[config.mk]
export PLATFORM = sky130hd
export DESIGN_NAME = indexed_record_delete_filter_flat
export DESIGN_NICKNAME = d
export VERILOG_FILES = /design/src/rtl/irdf_pkg.sv /design/src/rtl/irdf_if.sv /design/src/rtl/indexed_record_delete_filter.sv /design/src/flat_wrapper.sv
export SDC_FILE = /design/constraint.sdc
export NUM_CORES = 1
export LEC_CHECK = 0
export BUFFER_PORTS_ARGS = -buffer_cell sky130_fd_sc_hd__buf_2
export CORE_UTILIZATION = 39
export CTS_CLUSTER_SIZE = 16
export DETAILED_ROUTE_END_ITERATION = 6
export GPL_TIMING_DRIVEN = 1
export SLEW_MARGIN = 0
export SYNTH_ARGS = -nofsm -noshare
export SYNTH_HDL_FRONTEND = slang
export SYNTH_SLANG_ARGS = --single-unit
export TNS_END_PERCENT = 10
[constraint.sdc]
create_clock -name clk -period 10.42 [get_ports clk]
set_clock_uncertainty 0.05 [all_clocks]
set_input_delay 1.042 -clock clk [delete_from_list [all_inputs] [get_ports clk]]
set_output_delay 1.042 -clock clk [all_outputs]
set_load 0.01 [all_outputs]
[src/rtl/irdf_pkg.sv]
// Package: widths, header offsets and the record length helper for the record delete filter.
package irdf_pkg;

  localparam int unsigned BYTE_W  = 8;
  localparam int unsigned INDEX_W = 32;
  localparam int unsigned NAME_W  = 16;
  localparam int unsigned SIZE_W  = 32;
  localparam int unsigned POS_W   = 33;

  typedef logic [BYTE_W-1:0]  byte_t;
  typedef logic [INDEX_W-1:0] index_t;
  typedef logic [NAME_W-1:0]  name_len_t;
  typedef logic [SIZE_W-1:0]  size_t;
  typedef logic [POS_W-1:0]   pos_t;

  // Header layout.
  localparam pos_t HEADER_BYTES   = pos_t'(24);
  localparam pos_t HEADER_LAST    = pos_t'(23);
  localparam pos_t NAME_LO_POS    = pos_t'(10);
  localparam pos_t NAME_HI_POS    = pos_t'(11);
  localparam pos_t SIZE_FIRST_POS = pos_t'(16);
  localparam pos_t SIZE_LAST_POS  = pos_t'(19);

  // Whole record length: header plus name plus payload, fits in 33 bits.
  function automatic pos_t record_len(input name_len_t name_len, input size_t size);
    record_len = HEADER_BYTES + pos_t'(name_len) + pos_t'(size);
  endfunction

endpackage

[src/rtl/irdf_if.sv]
// Interfaces: input byte channel, result byte channel and configuration write channel.
interface irdf_in_if;
  logic                 valid;
  logic                 ready;
  irdf_pkg::byte_t      in_byte;
  modport source (output valid, output in_byte, input ready);
  modport sink   (input valid, input in_byte, output ready);
endinterface

interface irdf_out_if;
  logic                 valid;
  logic                 ready;
  irdf_pkg::byte_t      out_byte;
  modport source (output valid, output out_byte, input ready);
  modport sink   (input valid, input out_byte, output ready);
endinterface

interface irdf_cfg_if;
  logic                 valid;
  logic                 ready;
  irdf_pkg::index_t     delete_index;
  modport source (output valid, output delete_index, input ready);
  modport sink   (input valid, input delete_index, output ready);
endinterface

[src/rtl/indexed_record_delete_filter.sv]
// Top level: byte stream filter that drops the one record whose number matches delete_index.
//
//   channel  dir  payload             notes
//   in_s     in   in_byte [7:0]       record stream, one byte per item
//   out_s    out  out_byte [7:0]      passed bytes, dropped bytes give no item
//   cfg_s    in   delete_index [31:0] always ready, write only while idle
//
// Each byte sits in the input register and is parsed as it leaves; a passed
// byte then waits in the result register. One item per cycle is sustained
// while out_s is ready; the record length add and compare on the 33-bit
// position sets the cycle time. Reset (rst_n low, synchronous) clears
// both stages, the parser state and delete_index. A stalled result holds the
// input stage only when that stage carries a byte that will pass.
module indexed_record_delete_filter (
  input  logic               clk,
  input  logic               rst_n,
  irdf_in_if.sink            in_s,
  irdf_out_if.source         out_s,
  irdf_cfg_if.sink           cfg_s
);
  import irdf_pkg::*;

  // Configuration register.
  index_t    delete_index_r;

  // Input stage.
  logic      in_vld_r, in_vld_nxt;
  byte_t     in_byte_r;

  // Parser state.
  index_t    rec_num_r, rec_num_nxt;
  pos_t      byte_pos_r, byte_pos_nxt;
  name_len_t name_len_r, name_len_nxt;
  size_t     size_r, size_nxt;
  logic      dropping_r, dropping_nxt;
  logic      done_r, done_nxt;

  // Result stage.
  logic      out_vld_r, out_vld_nxt;
  byte_t     out_byte_r;

  logic      drop_now;
  logic      pass;
  logic      rec_end;
  logic      adv;
  logic      take_in;
  logic [POS_W:0] pos_inc;

  assign cfg_s.ready = 1'b1;

  // Configuration write.
  always_ff @(posedge clk) begin
    if (!rst_n) begin
      delete_index_r <= '0;
    end else if (cfg_s.valid) begin
      delete_index_r <= cfg_s.delete_index;
    end
  end

  // Pass decision for the byte in the input stage.
  assign drop_now = (byte_pos_r == '0)
                    ? ((delete_index_r != '0) && (rec_num_r == delete_index_r))
                    : dropping_r;
  assign pass     = done_r || !drop_now;
  assign adv      = in_vld_r && (!pass || !out_vld_r || out_s.ready);
  assign in_s.ready = !in_vld_r || adv;
  assign take_in  = in_s.valid && in_s.ready;

  // Record end: length fields are complete before offset 23, so registered values serve.
  assign pos_inc  = {1'b0, byte_pos_r} + {{POS_W{1'b0}}, 1'b1};
  assign rec_end  = (byte_pos_r >= HEADER_LAST)
                    && (pos_inc >= {1'b0, record_len(name_len_r, size_r)});

  // Parser next state.
  always_comb begin
    rec_num_nxt  = rec_num_r;
    byte_pos_nxt = byte_pos_r;
    name_len_nxt = name_len_r;
    size_nxt     = size_r;
    dropping_nxt = dropping_r;
    done_nxt     = done_r;
    if (adv && !done_r) begin
      dropping_nxt = drop_now;
      if (byte_pos_r == NAME_LO_POS) begin
        name_len_nxt[7:0] = in_byte_r;
      end else if (byte_pos_r == NAME_HI_POS) begin
        name_len_nxt[15:8] = in_byte_r;
      end else if (byte_pos_r >= SIZE_FIRST_POS && byte_pos_r <= SIZE_LAST_POS) begin
        unique case (byte_pos_r[1:0])
          2'd0: size_nxt[7:0]   = in_byte_r;
          2'd1: size_nxt[15:8]  = in_byte_r;
          2'd2: size_nxt[23:16] = in_byte_r;
          2'd3: size_nxt[31:24] = in_byte_r;
          default: size_nxt = size_r;
        endcase
      end
      if (rec_end) begin
        byte_pos_nxt = '0;
        rec_num_nxt  = rec_num_r + index_t'(1);
        if (drop_now) begin
          done_nxt     = 1'b1;
          dropping_nxt = 1'b0;
        end
      end else begin
        byte_pos_nxt = pos_inc[POS_W-1:0];
      end
    end
  end

  // Stage valid bits.
  always_comb begin
    in_vld_nxt = in_vld_r;
    if (take_in) begin
      in_vld_nxt = 1'b1;
    end else if (adv) begin
      in_vld_nxt = 1'b0;
    end
    out_vld_nxt = out_vld_r;
    if (adv && pass) begin
      out_vld_nxt = 1'b1;
    end else if (out_s.ready) begin
      out_vld_nxt = 1'b0;
    end
  end

  // Control registers.
  always_ff @(posedge clk) begin
    if (!rst_n) begin
      in_vld_r   <= 1'b0;
      out_vld_r  <= 1'b0;
      rec_num_r  <= index_t'(1);
      byte_pos_r <= '0;
      name_len_r <= '0;
      size_r     <= '0;
      dropping_r <= 1'b0;
      done_r     <= 1'b0;
    end else begin
      in_vld_r   <= in_vld_nxt;
      out_vld_r  <= out_vld_nxt;
      rec_num_r  <= rec_num_nxt;
      byte_pos_r <= byte_pos_nxt;
      name_len_r <= name_len_nxt;
      size_r     <= size_nxt;
      dropping_r <= dropping_nxt;
      done_r     <= done_nxt;
    end
  end

  // Payload registers.
  always_ff @(posedge clk) begin
    if (take_in) begin
      in_byte_r <= in_s.in_byte;
    end
    if (adv && pass) begin
      out_byte_r <= in_byte_r;
    end
  end

  assign out_s.valid    = out_vld_r;
  assign out_s.out_byte = out_byte_r;

  // Once the dropped record has gone by, nothing is dropped again.
  a_done_not_dropping: assert property (@(posedge clk) disable iff (!rst_n)
    done_r |-> !dropping_r)
    else $error("dropping flag set after deletion finished");

  // A held input-stage byte stays put until it moves on.
  a_in_stage_hold: assert property (@(posedge clk) disable iff (!rst_n)
    (in_vld_r && !adv) |=> (in_vld_r && $stable(in_byte_r)))
    else $error("input stage byte lost while stalled");

  // The record counter moves only at a record boundary.
  a_rec_num_boundary: assert property (@(posedge clk) disable iff (!rst_n)
    (rec_num_nxt != rec_num_r) |-> (adv && rec_end && byte_pos_nxt == '0))
    else $error("record counter changed inside a record");

endmodule
[src/flat_wrapper.sv]
// flat-port wrapper written by rule: the top's interface ports become plain ports
module indexed_record_delete_filter_flat import irdf_pkg::*;
  (clk, rst_n, in_s_valid, in_s_in_byte, in_s_ready, out_s_valid, out_s_out_byte, out_s_ready, cfg_s_valid, cfg_s_delete_index, cfg_s_ready);
  irdf_in_if in_s_i ();
  irdf_out_if out_s_i ();
  irdf_cfg_if cfg_s_i ();
  input  logic clk;
  input  logic rst_n;
  input wire logic [$bits(in_s_i.valid)-1:0] in_s_valid;
  input wire logic [$bits(in_s_i.in_byte)-1:0] in_s_in_byte;
  output wire logic [$bits(in_s_i.ready)-1:0] in_s_ready;
  output wire logic [$bits(out_s_i.valid)-1:0] out_s_valid;
  output wire logic [$bits(out_s_i.out_byte)-1:0] out_s_out_byte;
  input wire logic [$bits(out_s_i.ready)-1:0] out_s_ready;
  input wire logic [$bits(cfg_s_i.valid)-1:0] cfg_s_valid;
  input wire logic [$bits(cfg_s_i.delete_index)-1:0] cfg_s_delete_index;
  output wire logic [$bits(cfg_s_i.ready)-1:0] cfg_s_ready;
  assign in_s_i.valid = in_s_valid;
  assign in_s_i.in_byte = in_s_in_byte;
  assign in_s_ready = in_s_i.ready;
  assign out_s_valid = out_s_i.valid;
  assign out_s_out_byte = out_s_i.out_byte;
  assign out_s_i.ready = out_s_ready;
  assign cfg_s_i.valid = cfg_s_valid;
  assign cfg_s_i.delete_index = cfg_s_delete_index;
  assign cfg_s_ready = cfg_s_i.ready;
  indexed_record_delete_filter u_core (.clk(clk), .rst_n(rst_n), .in_s(in_s_i), .out_s(out_s_i), .cfg_s(cfg_s_i));
endmodule
==> impl_results.md <==
- Result of the run: finished, final reports clean
- Nature of the critical path startpoint: flip-flop
- Part of the total power dissipated in sequential elements: 48.6%
- Insertion delay of the later-clocked pin in the worst-skew pair: 440 ps
- Number of hold buffers added after cts: 0
- Overflow left after global routing: 0
- Count of clock tree sinks: 165
- Synth warnings: 0
- Max-capacitance violation count: 0
- Area post-placement: 10,200 um2
- Switching share of power: 26.7%
- Number of filler cells placed in the layout: 2,380
- Hold/Removal Path Class: flip-flop to flip-flop
- Count of instances resized after the clock tree is built: 0
- Period utilisation layout: 60.8%
- Achievable frequency: 158 MHz
- Y dimension of the die: 159 um
- Arrival time reported for the critical path endpoint: 6630 ps
- Number of buffers created by CTS: 17
- TritonCTS clock tree: yes
- Number of cell instances on the worst register-to-register path: 24
- Remaining antenna violation count after routing: 0
- Worst Max-Slew Pin Slew: 926 ps
- Setup repair after global routing missed its margin: no
- Endpoint required time on the critical path: 10,710 ps
- Finish-stage setup viols: 0
- Instance count on the critical path: 24
- Core Footprint: 24,300 um2
- Area of the die: 25,400 um2
- Top cells by instance count after synthesis: dfxtp_1, nor2_1, nand2_1
- Power Internal: 1010 uW
- Root buf cell: clkbuf_16
- All-Layer GR Usage: 19.3%
- Detail-routed via count per cell: 5.38
- Endpoint kind of the worst setup timing path: flip-flop
- Capture endpoint of the worst hold path: u_core.done_r
- IR Drop Worst-Case VDD: 0.0952 mV
- Drt drc: 0
- Pin count of the biggest net entering global routing: 89
- Vias in the first global route: 7,360
- Worst Path Class, Setup: flip-flop to flip-flop
- Mapped Area: 9670 um2
- Sequential area share after synthesis: 35.8%
- Endpoints failing hold: 0
- Share of the synthesized area in the top cell type: 30.8%
- First-pass GRT wire length: 39,500 um
- Worst path slowest cell: and2_1
- Share of synthesized registers carrying an async set or reset: 0%
- Post-route standard cell area excluding fillers: 10,800 um2
- Final HPWL DP: 17,400 um
- Overall die width: 159 um
- Cell count after synthesis: 1,119
- Initial DRC count: 585
- Area used by multi-input combinational logic: 5880 um2
- Wire length after detailed routing: 24,100 um
- CP peak stage delay: 660 ps
- Vias: 7,979
- Cells along the critical path: inv_1, ha_1, nor2_1, nand3_1, xnor2_1, ha_1, nor2b_1, o211ai_1, a21oi_1, o31ai_1, o2bb2ai_1, and3b_1, xnor2_1, ha_1, a21oi_1, o21ai_0, a2111oi_0, nand2_1, o2111ai_1, buf_4, and2_1, buf_4, nand3_1, a21oi_1
- Comb pwr share: 4.8%
- Most common flop cell mapped by yosys: dfxtp_1
- NetSw: 366 uW
- Distinct cell type count of the synthesized netlist: 64
- Fraction of final layout cells sized beyond drive strength 1: 10.1%
- Worst R2R Start: u_core.name_len_r[3]
- Post-Synthesis Mean Instance Area: 8.64 um2
- Post-CTS setup buffers: 0
- Cell family with most CP delay: compound AO/OA/AOI/OAI gates
- Min cycle time layout: 6330 ps
- Clock H-tree levels: 4
- Top cell type by total area after synthesis: dfxtp_1
- Sequential cell area: 3460 um2
- Routed wirelength normalized by instance count: 16.2 um
- Max-slew violation total from the final report: 0
- Library cell with the highest instance count after synthesis: dfxtp_1
- Max Fanout on Critical Path: 23
- Share of power burned in the clock network: 46.6%
- RD Place Congestion: 0.854
- Worst Min Path Start: u_core.done_r
- Maximum clock path buffer count: 2
- I/O pin count: 56
- Slew HR: 38.3%
- Worst hold slack: 446 ps
- Post-route setup TNS: 0 ps
- Total of flip-flops plus latches after synthesis: 165
- Leakage power summed over all cells: 0.00443 uW
- Total of buffers placed on input and output ports: 54
- Overall Power: 1370 uW
- Post-Syn Nets: 1,221
- Length of the first detailed-routing pass in iterations: 5
- Largest cells by area after synthesis: dfxtp_1, mux2i_1, ha_1
- Clock slew seen by the registers of the worst setup and hold paths: 70 ps
- Area delta synth->final: 11.7%
- Worst-case register-to-register setup slack: 4090 ps
- Diodes inserted: 0
- Initial antenna violation count: 0
- Cell Rows: 57
- Count of flip-flops with a built-in enable after synthesis: 16
- Worst Hold Path Cells: 2
- Power density over cell area: 127 nW/um2
- Number of buffers and inverters on the critical path: 3
- NumNets Final: 1,249
- Capturing point of the worst reg2reg path: u_core.byte_pos_r[0]
- Starting utilization of the core area: 39.8%
-- registers in the layout (all words and copies together) (netlist names) --
signal,cells
u_core.rec_num_r,32
u_core.name_len_r,16
u_core.delete_index_r,32
u_core.byte_pos_r,33
u_core.size_r,32
u_core.out_s.out_byte,8
u_core.in_byte_r,8
u_core.in_vld_r,1
u_core.out_s.valid,1
u_core.dropping_r,1
u_core.done_r,1
-- metrics by stage --
step	worst slack [ps]	util, %	std cells
2_1_floorplan	5110	-	1119
3_3_place_gp	4320	41.9	1452
3_5_place_dp	4220	41.9	1452
4_1_cts	4140	44.4	1484
5_1_grt	3450	44.4	1484
6_report	4090	44.4	1484
-- kinds of logic after synthesis --
| logic type | after synthesis | synth area share [%] |
|---|---|---|
| AO/OA/AOI/OAI | 166 | 10.9 |
| XOR/XNOR | 105 | 9.51 |
| adder cells (fa/ha/maj) | 57 | 7.45 |
| buffers and inverters | 83 | 3.42 |
| flip-flops | 165 | 35.8 |
| multiplexers | 89 | 9.21 |
| other | 1 | 0.0388 |
| AND/OR/NAND/NOR | 453 | 23.7 |
-- worst max path at each step --
stage | startpoint | to
2_1_floorplan | u_core.name_len_r[3] | u_core.byte_pos_r[12]
3_3_place_gp | u_core.name_len_r[3] | u_core.byte_pos_r[13]
3_5_place_dp | u_core.name_len_r[3] | u_core.byte_pos_r[0]
4_1_cts | u_core.name_len_r[3] | u_core.byte_pos_r[0]
5_1_grt | u_core.name_len_r[3] | u_core.byte_pos_r[0]
6_report | u_core.name_len_r[3] | u_core.byte_pos_r[0]
-- layer usage --
metal | global-route usage, % | wire length, um
met1 | 28.9 | 12400
met2 | 28.9 | 10500
met3 | 2.40 | 962
met4 | 5.29 | 263
met5 | 0 | 0
-- final cells by class --
class | count | share of cell area [%]
sequential | 165 | 32.1
clock inverter | 14 | 1.53
multi-input combinational | 871 | 54.5
tap | 324 | 3.75
inverter | 31 | 1.10
clock buffer | 18 | 4.07
timing repair buffer | 61 | 2.99
-- power by group through the flow --
stage | clock [uW] | sequential, uW | combinational (uW)
2_1_floorplan | 0 | 676 | 45.2
6_report | 640 | 668 | 65.7
4_1_cts | 655 | 668 | 66.6
3_3_place_gp | 0 | 683 | 65.9
5_1_grt | 678 | 669 | 73.3
3_5_place_dp | 0 | 683 | 66.3
-- placed cells by master, fill, tap and decap left out, types with 4 or more instances in the layout --
master,instances
clkbuf_16,17
a31oi_1,5
o21bai_1,4
o31ai_1,8
nor4_1,28
clkinv_8,4
or3_1,17
inv_1,30
nor2_1,127
mux2i_1,89
edfxtp_1,16
o21ai_0,26
a31o_2,13
ha_1,56
nand3_1,46
nand2b_1,14
o2111ai_1,5
xnor2_1,62
nor3_1,10
nand2_1,98
a211oi_1,6
nor2b_1,7
o21a_1,4
inv_8,5
and2_1,7
xor2_1,43
a21oi_1,67
nand4_1,33
buf_2,54
and4_1,9
dfxtp_1,149
a21o_1,5
or4_1,6
clkinv_4,5
buf_4,7
nand3b_1,4
and3_1,29
-- tightest hold or removal path: stages, from the launching register on --
cell     delay [ps]
dfxtp_1         330
nand2_1          60
o41ai_1          60
No activity file was read; power rests on OpenSTA's default activity.
